==> config.mk <==
export PLATFORM = sky130hd
export DESIGN_NAME = arith_expr_tokenizer_top
export DESIGN_NICKNAME = d
export VERILOG_FILES = /design/src/rtl/aet_pkg.sv /design/src/rtl/aet_front.sv /design/src/rtl/aet_back.sv /design/src/rtl/aet_outq.sv /design/src/rtl/arith_expr_tokenizer_top.sv
export SDC_FILE = /design/constraint.sdc
export NUM_CORES = 1
export LEC_CHECK = 0
export BUFFER_PORTS_ARGS = -buffer_cell sky130_fd_sc_hd__buf_2
export CORE_MARGIN = 1.5
export CORE_UTILIZATION = 68
export CTS_CLUSTER_DIAMETER = 100
export CTS_CLUSTER_SIZE = 25
export DETAILED_ROUTE_END_ITERATION = 8
export PLACE_DENSITY_LB_ADDON = 0.12
export SETUP_SLACK_MARGIN = 0.3
export SYNTH_ARGS = -nofsm -noshare
export SYNTH_HDL_FRONTEND = slang
export SYNTH_HIERARCHICAL = 1
export SYNTH_SLANG_ARGS = --single-unit
export TNS_END_PERCENT = 5
==> constraint.sdc <==
create_clock -name i_clk -period 16.62 [get_ports i_clk]
set_input_delay 3.324 -clock i_clk [delete_from_list [all_inputs] [get_ports i_clk]]
set_output_delay 3.324 -clock i_clk [all_outputs]
set_load 0.02 [all_outputs]
==> src/rtl/aet_pkg.sv <==
package aet_pkg;

    // class of one input character, decided in the front part
    typedef enum logic [2:0] {
        CC_DIGIT,
        CC_POINT,
        CC_SPACE,
        CC_OP,
        CC_OPEN,
        CC_CLOSE,
        CC_BAD,
        CC_END
    } t_ccls;

    // token kinds
    localparam logic [2:0] TK_NUMBER   = 3'd0;
    localparam logic [2:0] TK_OPERATOR = 3'd1;
    localparam logic [2:0] TK_OPEN     = 3'd2;
    localparam logic [2:0] TK_CLOSE    = 3'd3;
    localparam logic [2:0] TK_ERROR    = 3'd4;
    localparam logic [2:0] TK_ACCEPTED = 3'd5;

    // operator codes
    localparam logic [2:0] OP_ADD = 3'd0;
    localparam logic [2:0] OP_SUB = 3'd1;
    localparam logic [2:0] OP_MUL = 3'd2;
    localparam logic [2:0] OP_DIV = 3'd3;
    localparam logic [2:0] OP_POW = 3'd4;

    // error codes
    localparam logic [2:0] ERR_NONE      = 3'd0;
    localparam logic [2:0] ERR_UNMATCHED = 3'd1;
    localparam logic [2:0] ERR_POINT     = 3'd2;
    localparam logic [2:0] ERR_BAD_CHAR  = 3'd3;
    localparam logic [2:0] ERR_UNCLOSED  = 3'd4;
    localparam logic [2:0] ERR_TOO_DEEP  = 3'd5;

    // fraction digit count saturates here
    localparam logic [3:0] FRAC_MAX = 4'd15;

    // width of the mantissa on the result ports
    localparam int unsigned MANT_OUT_BITS = 32;

    // classified character as it travels from front to back
    typedef struct packed {
        t_ccls       kind;
        logic [3:0]  digit;
        logic [2:0]  op;
    } t_cls;

    // one result token
    typedef struct packed {
        logic [2:0]               token_kind;
        logic [2:0]               op_code;
        logic [MANT_OUT_BITS-1:0] mantissa;
        logic [3:0]               frac_digits;
        logic [2:0]               error_code;
        logic                     last_of_run;
    } t_res;

endpackage

==> src/rtl/aet_front.sv <==
module aet_front (
    input  logic          i_clk,
    input  logic          i_rst_n,
    input  logic          i_push,
    output logic          o_full,
    input  logic [7:0]    i_char_code,
    input  logic          i_end_marker,
    output logic          o_valid,
    input  logic          i_take,
    output aet_pkg::t_cls o_item
);

    aet_pkg::t_cls cls;
    aet_pkg::t_cls r_q [2];
    logic          r_wr_ptr;
    logic          r_rd_ptr;
    logic [1:0]    r_count;
    logic          wr;

    // classify the incoming character
    always_comb begin
        cls.kind  = aet_pkg::CC_BAD;
        cls.digit = i_char_code[3:0];
        cls.op    = aet_pkg::OP_ADD;
        if (i_end_marker) begin
            cls.kind = aet_pkg::CC_END;
        end else begin
            case (i_char_code)
                8'h09, 8'h0A, 8'h0B, 8'h0C, 8'h0D, 8'h20: cls.kind = aet_pkg::CC_SPACE;
                8'h2B: begin
                    cls.kind = aet_pkg::CC_OP;
                    cls.op   = aet_pkg::OP_ADD;
                end
                8'h2D: begin
                    cls.kind = aet_pkg::CC_OP;
                    cls.op   = aet_pkg::OP_SUB;
                end
                8'h2A: begin
                    cls.kind = aet_pkg::CC_OP;
                    cls.op   = aet_pkg::OP_MUL;
                end
                8'h2F: begin
                    cls.kind = aet_pkg::CC_OP;
                    cls.op   = aet_pkg::OP_DIV;
                end
                8'h5E: begin
                    cls.kind = aet_pkg::CC_OP;
                    cls.op   = aet_pkg::OP_POW;
                end
                8'h28: cls.kind = aet_pkg::CC_OPEN;
                8'h29: cls.kind = aet_pkg::CC_CLOSE;
                8'h2E: cls.kind = aet_pkg::CC_POINT;
                default: begin
                    if (i_char_code inside {[8'h30:8'h39]}) begin
                        cls.kind = aet_pkg::CC_DIGIT;
                    end
                end
            endcase
        end
    end

    // two-entry queue toward the back part
    assign o_full  = (r_count == 2'd2);
    assign o_valid = (r_count != 2'd0);
    assign o_item  = r_q[r_rd_ptr];
    assign wr      = i_push && !o_full;

    always_ff @(posedge i_clk) begin
        if (wr) begin
            r_q[r_wr_ptr] <= cls;
        end
    end

    always_ff @(posedge i_clk) begin
        if (!i_rst_n) begin
            r_wr_ptr <= 1'b0;
            r_rd_ptr <= 1'b0;
            r_count  <= 2'd0;
        end else begin
            if (wr) begin
                r_wr_ptr <= ~r_wr_ptr;
            end
            if (i_take) begin
                r_rd_ptr <= ~r_rd_ptr;
            end
            r_count <= r_count + 2'(wr) - 2'(i_take);
        end
    end

endmodule

==> src/rtl/aet_back.sv <==
module aet_back #(
    parameter int unsigned MANTISSA_BITS = 32,
    parameter int unsigned MAX_DEPTH     = 255
) (
    input  logic          i_clk,
    input  logic          i_rst_n,
    input  logic          i_valid,
    input  aet_pkg::t_cls i_item,
    input  logic          i_space,
    output logic          o_take,
    output logic [1:0]    o_wr_n,
    output aet_pkg::t_res o_res0,
    output aet_pkg::t_res o_res1
);

    localparam int unsigned DW = $clog2(MAX_DEPTH + 1);
    localparam int unsigned PW = MANTISSA_BITS + 4;

    logic                     r_in_number, n_in_number;
    logic [MANTISSA_BITS-1:0] r_value, n_value;
    logic [3:0]               r_frac, n_frac;
    logic                     r_point, n_point;
    logic [DW-1:0]            r_depth, n_depth;
    logic                     r_failed, n_failed;

    aet_pkg::t_res res [2];
    aet_pkg::t_res num_res;
    logic [1:0]    cnt;
    logic          handled;
    logic [PW-1:0] prod;

    function automatic aet_pkg::t_res mk_tok(input logic [2:0] kind, input logic [2:0] op,
                                             input logic [2:0] err);
        aet_pkg::t_res t;
        t            = '0;
        t.token_kind = kind;
        t.op_code    = op;
        t.error_code = err;
        return t;
    endfunction

    assign o_take = i_valid && i_space;

    // value times ten plus digit, saturation seen in the top four bits
    assign prod = {1'b0, r_value, 3'b000} + {3'b000, r_value, 1'b0} + PW'(i_item.digit);

    // state update and result tokens for one transaction
    always_comb begin
        n_in_number = r_in_number;
        n_value     = r_value;
        n_frac      = r_frac;
        n_point     = r_point;
        n_depth     = r_depth;
        n_failed    = r_failed;
        res[0]      = '0;
        res[1]      = '0;
        cnt         = 2'd0;
        handled     = 1'b0;

        num_res             = '0;
        num_res.token_kind  = aet_pkg::TK_NUMBER;
        num_res.mantissa    = aet_pkg::MANT_OUT_BITS'(r_value);
        num_res.frac_digits = r_frac;

        if (i_item.kind == aet_pkg::CC_END) begin
            if (!r_failed) begin
                if (r_in_number) begin
                    res[cnt[0]] = num_res;
                    cnt         = cnt + 2'd1;
                end
                if (r_depth != '0) begin
                    res[cnt[0]] = mk_tok(aet_pkg::TK_ERROR, aet_pkg::OP_ADD,
                                         aet_pkg::ERR_UNCLOSED);
                end else begin
                    res[cnt[0]] = mk_tok(aet_pkg::TK_ACCEPTED, aet_pkg::OP_ADD,
                                         aet_pkg::ERR_NONE);
                end
                cnt = cnt + 2'd1;
            end
            n_in_number = 1'b0;
            n_value     = '0;
            n_frac      = 4'd0;
            n_point     = 1'b0;
            n_depth     = '0;
            n_failed    = 1'b0;
        end else if (!r_failed) begin
            // number in progress
            if (r_in_number) begin
                if (i_item.kind == aet_pkg::CC_DIGIT) begin
                    handled = 1'b1;
                    if (prod[PW-1 -: 4] != 4'd0) begin
                        n_value = '1;
                    end else begin
                        n_value = prod[MANTISSA_BITS-1:0];
                    end
                    if (r_point && (r_frac < aet_pkg::FRAC_MAX)) begin
                        n_frac = r_frac + 4'd1;
                    end
                end else if (i_item.kind == aet_pkg::CC_POINT) begin
                    handled = 1'b1;
                    if (r_point) begin
                        n_in_number = 1'b0;
                        n_value     = '0;
                        n_frac      = 4'd0;
                        n_point     = 1'b0;
                        n_failed    = 1'b1;
                        res[cnt[0]] = mk_tok(aet_pkg::TK_ERROR, aet_pkg::OP_ADD,
                                             aet_pkg::ERR_POINT);
                        cnt         = cnt + 2'd1;
                    end else begin
                        n_point = 1'b1;
                    end
                end else begin
                    res[cnt[0]] = num_res;
                    cnt         = cnt + 2'd1;
                    n_in_number = 1'b0;
                    n_value     = '0;
                    n_frac      = 4'd0;
                    n_point     = 1'b0;
                end
            end

            // character on its own
            if (!handled) begin
                case (i_item.kind)
                    aet_pkg::CC_SPACE: begin
                    end
                    aet_pkg::CC_OP: begin
                        res[cnt[0]] = mk_tok(aet_pkg::TK_OPERATOR, i_item.op,
                                             aet_pkg::ERR_NONE);
                        cnt         = cnt + 2'd1;
                    end
                    aet_pkg::CC_OPEN: begin
                        if (r_depth >= DW'(MAX_DEPTH)) begin
                            n_failed    = 1'b1;
                            res[cnt[0]] = mk_tok(aet_pkg::TK_ERROR, aet_pkg::OP_ADD,
                                                 aet_pkg::ERR_TOO_DEEP);
                        end else begin
                            n_depth     = r_depth + DW'(1);
                            res[cnt[0]] = mk_tok(aet_pkg::TK_OPEN, aet_pkg::OP_ADD,
                                                 aet_pkg::ERR_NONE);
                        end
                        cnt = cnt + 2'd1;
                    end
                    aet_pkg::CC_CLOSE: begin
                        if (r_depth == '0) begin
                            n_failed    = 1'b1;
                            res[cnt[0]] = mk_tok(aet_pkg::TK_ERROR, aet_pkg::OP_ADD,
                                                 aet_pkg::ERR_UNMATCHED);
                        end else begin
                            n_depth     = r_depth - DW'(1);
                            res[cnt[0]] = mk_tok(aet_pkg::TK_CLOSE, aet_pkg::OP_ADD,
                                                 aet_pkg::ERR_NONE);
                        end
                        cnt = cnt + 2'd1;
                    end
                    aet_pkg::CC_DIGIT: begin
                        n_in_number = 1'b1;
                        n_value     = MANTISSA_BITS'(i_item.digit);
                        n_frac      = 4'd0;
                        n_point     = 1'b0;
                    end
                    default: begin
                        n_failed    = 1'b1;
                        res[cnt[0]] = mk_tok(aet_pkg::TK_ERROR, aet_pkg::OP_ADD,
                                             aet_pkg::ERR_BAD_CHAR);
                        cnt         = cnt + 2'd1;
                    end
                endcase
            end
        end

        // mark the final token of this transaction
        if (cnt == 2'd1) begin
            res[0].last_of_run = 1'b1;
        end else if (cnt == 2'd2) begin
            res[1].last_of_run = 1'b1;
        end
    end

    assign o_wr_n = o_take ? cnt : 2'd0;
    assign o_res0 = res[0];
    assign o_res1 = res[1];

    // tokenizer state
    always_ff @(posedge i_clk) begin
        if (!i_rst_n) begin
            r_in_number <= 1'b0;
            r_value     <= '0;
            r_frac      <= 4'd0;
            r_point     <= 1'b0;
            r_depth     <= '0;
            r_failed    <= 1'b0;
        end else if (o_take) begin
            r_in_number <= n_in_number;
            r_value     <= n_value;
            r_frac      <= n_frac;
            r_point     <= n_point;
            r_depth     <= n_depth;
            r_failed    <= n_failed;
        end
    end

    // end marker leaves a clean state
    a_end_clears: assert property (@(posedge i_clk) disable iff (!i_rst_n)
        (o_take && i_item.kind == aet_pkg::CC_END) |=>
        (!r_failed && !r_in_number && r_depth == '0))
        else $error("state not cleared after end marker");

    // a point mark only lives inside a number
    a_point_in_number: assert property (@(posedge i_clk) disable iff (!i_rst_n)
        r_point |-> r_in_number)
        else $error("point mark outside a number");

    // a failed expression keeps no number
    a_failed_no_number: assert property (@(posedge i_clk) disable iff (!i_rst_n)
        r_failed |-> !r_in_number)
        else $error("number kept after failure");

    // nothing comes out while failed, not even at the end marker
    a_failed_silent: assert property (@(posedge i_clk) disable iff (!i_rst_n)
        (o_take && r_failed) |-> (o_wr_n == 2'd0))
        else $error("token written while failed");

endmodule

==> src/rtl/aet_outq.sv <==
module aet_outq (
    input  logic          i_clk,
    input  logic          i_rst_n,
    input  logic [1:0]    i_wr_n,
    input  aet_pkg::t_res i_res0,
    input  aet_pkg::t_res i_res1,
    output logic          o_space,
    output logic          o_empty,
    input  logic          i_pop,
    output aet_pkg::t_res o_res
);

    aet_pkg::t_res r_mem [4];
    logic [1:0]    r_wr_ptr;
    logic [1:0]    r_rd_ptr;
    logic [2:0]    r_count;
    logic          rd;

    assign o_space = (r_count <= 3'd2);
    assign o_empty = (r_count == 3'd0);
    assign o_res   = r_mem[r_rd_ptr];
    assign rd      = i_pop && !o_empty;

    // up to two tokens written per cycle
    always_ff @(posedge i_clk) begin
        if (i_wr_n != 2'd0) begin
            r_mem[r_wr_ptr] <= i_res0;
        end
        if (i_wr_n == 2'd2) begin
            r_mem[r_wr_ptr + 2'd1] <= i_res1;
        end
    end

    always_ff @(posedge i_clk) begin
        if (!i_rst_n) begin
            r_wr_ptr <= 2'd0;
            r_rd_ptr <= 2'd0;
            r_count  <= 3'd0;
        end else begin
            r_wr_ptr <= r_wr_ptr + i_wr_n;
            if (rd) begin
                r_rd_ptr <= r_rd_ptr + 2'd1;
            end
            r_count <= r_count + 3'(i_wr_n) - 3'(rd);
        end
    end

endmodule

==> src/rtl/arith_expr_tokenizer_top.sv <==
// channel   direction  handshake          payload
// input     in         push / full        i_char_code, i_end_marker
// result    out        empty / pop        o_token_kind, o_op_code, o_mantissa,
//                                         o_frac_digits, o_error_code, o_last_of_run
//
// one character per cycle is taken while not full; it is classified into a
// two-entry queue and the tokenizer state is updated in the next stage, one
// character per cycle. a character gives up to two tokens in one cycle into
// a four-entry result queue; the back stage waits while fewer than two result
// slots are free. first token comes via the input queue, then the result queue.
// reset is synchronous, active low, and clears queues and tokenizer state.
module arith_expr_tokenizer_top #(
    parameter int unsigned MANTISSA_BITS = 32,
    parameter int unsigned MAX_DEPTH     = 255
) (
    input  logic        i_clk,
    input  logic        i_rst_n,
    input  logic        push,
    output logic        full,
    input  logic [7:0]  i_char_code,
    input  logic        i_end_marker,
    output logic        empty,
    input  logic        pop,
    output logic [2:0]  o_token_kind,
    output logic [2:0]  o_op_code,
    output logic [31:0] o_mantissa,
    output logic [3:0]  o_frac_digits,
    output logic [2:0]  o_error_code,
    output logic        o_last_of_run
);

    aet_pkg::t_cls item;
    logic          item_valid;
    logic          take;
    logic          space;
    logic [1:0]    wr_n;
    aet_pkg::t_res res0;
    aet_pkg::t_res res1;
    aet_pkg::t_res res_out;

    // classification and input queue
    aet_front u_front (
        .i_clk        (i_clk),
        .i_rst_n      (i_rst_n),
        .i_push       (push),
        .o_full       (full),
        .i_char_code  (i_char_code),
        .i_end_marker (i_end_marker),
        .o_valid      (item_valid),
        .i_take       (take),
        .o_item       (item)
    );

    // tokenizer state machine
    aet_back #(
        .MANTISSA_BITS (MANTISSA_BITS),
        .MAX_DEPTH     (MAX_DEPTH)
    ) u_back (
        .i_clk   (i_clk),
        .i_rst_n (i_rst_n),
        .i_valid (item_valid),
        .i_item  (item),
        .i_space (space),
        .o_take  (take),
        .o_wr_n  (wr_n),
        .o_res0  (res0),
        .o_res1  (res1)
    );

    // result queue
    aet_outq u_outq (
        .i_clk   (i_clk),
        .i_rst_n (i_rst_n),
        .i_wr_n  (wr_n),
        .i_res0  (res0),
        .i_res1  (res1),
        .o_space (space),
        .o_empty (empty),
        .i_pop   (pop),
        .o_res   (res_out)
    );

    assign o_token_kind  = res_out.token_kind;
    assign o_op_code     = res_out.op_code;
    assign o_mantissa    = res_out.mantissa;
    assign o_frac_digits = res_out.frac_digits;
    assign o_error_code  = res_out.error_code;
    assign o_last_of_run = res_out.last_of_run;

endmodule

After elaboration in Yosys (flattened, before gate mapping)
Memory sizes are Yosys's and may differ from the RTL's. A register that Yosys moved wholly into a read port is not among the register bits.
Index checks and enable logic that the tools add are counted.
{"block": "word_totals", "inputBits": 13, "ram_bits": 204, "memories": 2, "wordCells": 221, "reg_bits": 58}
{"block": "classes", "n_reduce_logical": 23, "eq_ne": 28, "n_addsub": 14, "order_cmp": 9, "muxes": 108, "bitwise": 25}
{"name": "u_outq.r_mem", "words": 4, "width": 46, "read_ports": 1, "rd_clocked_by_memory_dff": 1, "write_ports": 2, "line_no": "aet_outq.sv:13", "text": "aet_pkg::t_res r_mem [4];"}
{"name": "u_front.r_q", "words": 2, "width": 10, "read_ports": 1, "rd_clocked_by_memory_dff": 1, "write_ports": 1, "line_no": "aet_front.sv:14", "text": "aet_pkg::t_cls r_q [2];"}
{"op": "$mux W92", "n": 7}
{"op": "$mux W46", "n": 10}
{"op": "$pmux W92 S4", "n": 1}
{"op": "$and A88 B88 Y88", "n": 4}
{"op": "$not A88 Y88", "n": 4}
{"op": "$mux W32", "n": 9}
{"op": "$and A86 B86 Y86", "n": 2}
{"op": "$not A86 Y86", "n": 2}
{"op": "$bwmux W92", "n": 1}
{"op": "$demux W46 S1", "n": 2}
{"op": "$and A90 B90 Y90", "n": 1}
{"op": "$not A90 Y90", "n": 1}
{"op": "$eq A8 B6 Y1 const B", "n": 8}
{"op": "$mux W1", "n": 42}
{"op": "$eq A8 B4 Y1 const B", "n": 5}
{"op": "$mux W40", "n": 1}
{"op": "$mux W8", "n": 5}
{"op": "$add A35 B33 Y36", "n": 1}
{"op": "$add A36 B4 Y36", "n": 1}
{"op": "$mux W4", "n": 9}
{"op": "$mux W2", "n": 14}
{"op": "$or A4 B4 Y4", "n": 4}
{"op": "$pmux W8 S2", "n": 1}
{"op": "$pmux W3 S5", "n": 1}
{"op": "other kinds (46)", "n": 71}

Longest topological paths before layout
{"block": "logic_depth", "ltp_word": 20, "mapped_depth": 18, "ltp_nobuf": 15}

By module
The synthesis kept the hierarchy.
{"module": "aet_outq", "cells_each": 494, "seq_area_each_um2": 5705.5, "area_per_inst_um2": 9359.0, "instances": 1}
{"module": "aet_back", "cells_each": 749, "seq_area_each_um2": 940.9, "area_per_inst_um2": 5540.3, "instances": 1}
{"module": "aet_front", "cells_each": 92, "seq_area_each_um2": 700.7, "area_per_inst_um2": 1177.4, "instances": 1}

Least setup slack after synthesis
No wires, ideal clock.
{"block": "synth_path", "kind": "reg-to-reg", "start": "register (tool-made name)", "end": "memory u_outq/r_mem[0][0] in the netlist's numbering (enable)", "setup_slack_ps": 9694, "setup_time_ps": 513, "arrival_ps": 6413, "stages_incl_launch_ff": 16, "cell_sequence": "dfxtp_1 > clkbuf_1 > mux2_2 > clkbuf_1 > nand2b_1 > or3_1 > nand2_1 > nor2_1 > ha_1 > o21ai_0 > a21oi_1 > a31oi_1 > or2_2 > nor2_1 > o21bai_1 > o21ai_0"}
{"item": "to (decl)", "line_no": "aet_outq.sv:13"}

==> qor.txt <==
P_leak: 6.69 nW
total grt overflow: 0
Hold WC Path Type: reg2reg
worst slew pin tran: 1.13 ns
Peak VDD IR: 0.0873 mV
synth unique cells: 73
Max-cap violations: 0
via count: 10.7k
R2R depth: 15
initial antenna violation count: 1
Mapped Cells: 1335
Wirelength per Cell: 20.4 µm
Synth async-reset ratio: 0%
CTS tree: built
fin util: 72.1%
Ports: 61
Post-synth EDFFs: 204
die height: 157 µm
slew margin rel.: 24.4%
overall power: 1.83 mW
Period minus WS final: 5.68 ns
PD cells: 109 nW/µm²
row cnt: 56
final WL: 34200 µm
Worst Path Max Fanout: 46
Max H-tree Level: 1
Final period util: 34.2%
critical setup path kind: reg2out
chip width: 157 µm
clk sinks: 265
vias in the first global route: 10.4k
synthesized flop and latch total: 265
Fin Setup TNS: 0 ns
Worst-Skew Late Latency: 0.49 ns
main flop type after synthesis: edfxtp_1
Clock Pin Slew Worst Setup and Hold Paths: 0.10 ns
Post-CTS Setup Bufs: 0
worst hold stages: 2
CP endpoint kind: output pin
Fin. Hold Viols: 0
Worst R2R End: u_outq/r_mem[2][23]
status: finished, final reports clean
cts bufs inserted: 14
Post-route DRC: 0
setup slack, reg-to-reg: 11.54 ns
Total GRT Usage: 28.4%
final slew viol count: 0
Vias/cell: 6.35
Initial Util: 68.9%
Clock Path Buffers: 3
Syn Area/Cell: 12.0 µm²
Iter 0 DRT Violations: 1062
Worst Path Required: 13.30 ns
die area: 24600 µm²
First-pass DRT Iterations: 6
largest net degree at the start of global routing: 48
Critical Path Source Type: register
GP Congestion: 0.956
first-pass GRT wire length: 54700 µm
Resized Gates After CTS: 0
CTS Hold Bufs: 0
FMAX: 176 MHz
HPWL Detailed: 22700 µm
RSZ-0062 raised after global routing: false
Seq/Total Area, Yosys: 45.7%
Final ANT Viol Nets: 0
CTS Root Cell: clkbuf_16
fin nets: 1447
post-route cell area: 16800 µm²
Data arrival, critical path: 2.35 ns
synthesized cell area: 16100 µm²
fraction of layout cells with a size suffix above 1: 25.6%
Max Clock Skew: 0.0215 ns
endpoints failing setup: 0
HP Start: u_outq/r_rd_ptr[0]
Syn. warnings: 6
Core Box Area: 23300 µm²
Area Overhead vs Synth: 4.63%
area post-placement: 16400 µm²
# port buffers: 60
## layout make-up
| class | count | area (µm²) |
|---|---|---|
| clock inverter | 1 | 11.3 |
| sequential | 265 | 7350 |
| tap | 319 | 399 |
| inverter | 28 | 105 |
| antenna | 1 | 2.50 |
| timing repair buffer | 73 | 398 |
| fill | 1686 | 6510 |
| clock buffer | 23 | 405 |
| multi-input combinational | 971 | 8150 |
## per-stage QoR
| stage | hold slack (ns) | instances | setup WS, ns |
|---|---|---|---|
| finish | 0.501 | 1681 | 10.94 |
| global placement | 0.455 | 1656 | 11.24 |
| floorplan | 0.445 | 1370 | 9.69 |
| detailed placement | 0.480 | 1656 | 11.18 |
| CTS | 0.495 | 1680 | 10.88 |
| global route | 0.511 | 1680 | 10.80 |
## cells by family after synthesis
| family | count (synthesis) | synth area share (%) |
|---|---|---|
| and+or+nand+nor | 301 | 9.78 |
| xor gates and xnor gates | 43 | 2.51 |
| buffers and inverters | 134 | 4.78 |
| other | 1 | 0.0233 |
| DFF | 265 | 45.7 |
| muxes | 248 | 20.5 |
| AOI/OAI and AO/OA | 262 | 10.2 |
| adders and majority gates | 81 | 6.49 |
## synth_stat cells, types with 17 or more instances
cell type,count,area [µm²]
edfxtp_1,204,6130
mux2_2,192,2160
a21oi_1,97,485
ha_1,77,963
nand2_1,64,240
nor2_1,64,240
dfxtp_1,61,1220
and2_1,51,319
o21ai_0,47,235
mux4_2,46,1040
buf_4,43,323
inv_1,28,105
nor3_1,28,140
clkbuf_1,27,101
xnor2_1,24,210
a21o_1,23,173
buf_2,22,110
nand3_1,21,105
xor2_1,17,149
## layer usage
metal	share of wire [%]	GRT usage [%]	routed length [µm]	vias up
met5	0	0	0	-
met3	6.7	3.54	2280	46
met2	47	46.4	16000	363
met4	1.5	6.08	519	0
met1	45	40.7	15400	5240
li1	-	-	-	5033
## critical path: stages, from the launching register on
cell and delay (ns):
dfxtp_4 0.99, mux4_2 0.65, buf_2 0.19
## worst max path at each step
stage                     startpoint            endpoint  slack (ns)  cells past startpoint
after floorplan             register  u_outq/r_mem[0][0]        9.69                     15
after CTS                   register       o_mantissa[2]       10.88                      2
after global routing        register       o_mantissa[2]       10.80                      2
after detailed placement     i_rst_n  u_back/r_value[28]       11.18                      6
final                       register       o_mantissa[2]       10.94                      2
after global placement       i_rst_n  u_back/r_value[28]       11.24                      6
## registers in the layout, summed over array words and instances, names as in the netlist, named ones only
name / count
u_back/r_value: 32
u_back/r_depth: 8
u_back/r_point: 1
u_outq/r_count: 3
u_front/r_count: 2
u_outq/r_rd_ptr: 2
u_back/r_in_number: 1
u_front/r_q: 20
u_outq/r_mem: 184
u_front/r_wr_ptr: 1
u_outq/r_wr_ptr: 2
u_front/r_rd_ptr: 1
u_back/r_failed: 1
u_back/r_frac: 4
## power by group
group          internal [mW]  switching, mW
sequential             0.833         0.0584
clock                  0.171          0.201
combinational          0.239          0.331
## cell usage in the layout, fill, tap and decap left out, drive strengths merged, types with 14 or more instances in the layout
cell | Yosys | routed
xor2 | 17 | 17
nor3 | 29 | 29
ha | 77 | 77
and2 | 52 | 52
nand2b | 14 | 14
inv | 28 | 29
a211oi | 15 | 15
conb | 1 | 36
mux4 | 46 | 46
mux2 | 194 | 194
o21ai | 50 | 50
buf | 78 | 73
nand2 | 64 | 64
edfxtp | 204 | 204
dfxtp | 61 | 61
a21oi | 97 | 97
a21o | 23 | 23
nor2 | 64 | 64
xnor2 | 24 | 24
nand3 | 21 | 21
clkbuf | 28 | 23
Note: power is estimated with default switching activity, not from simulation.
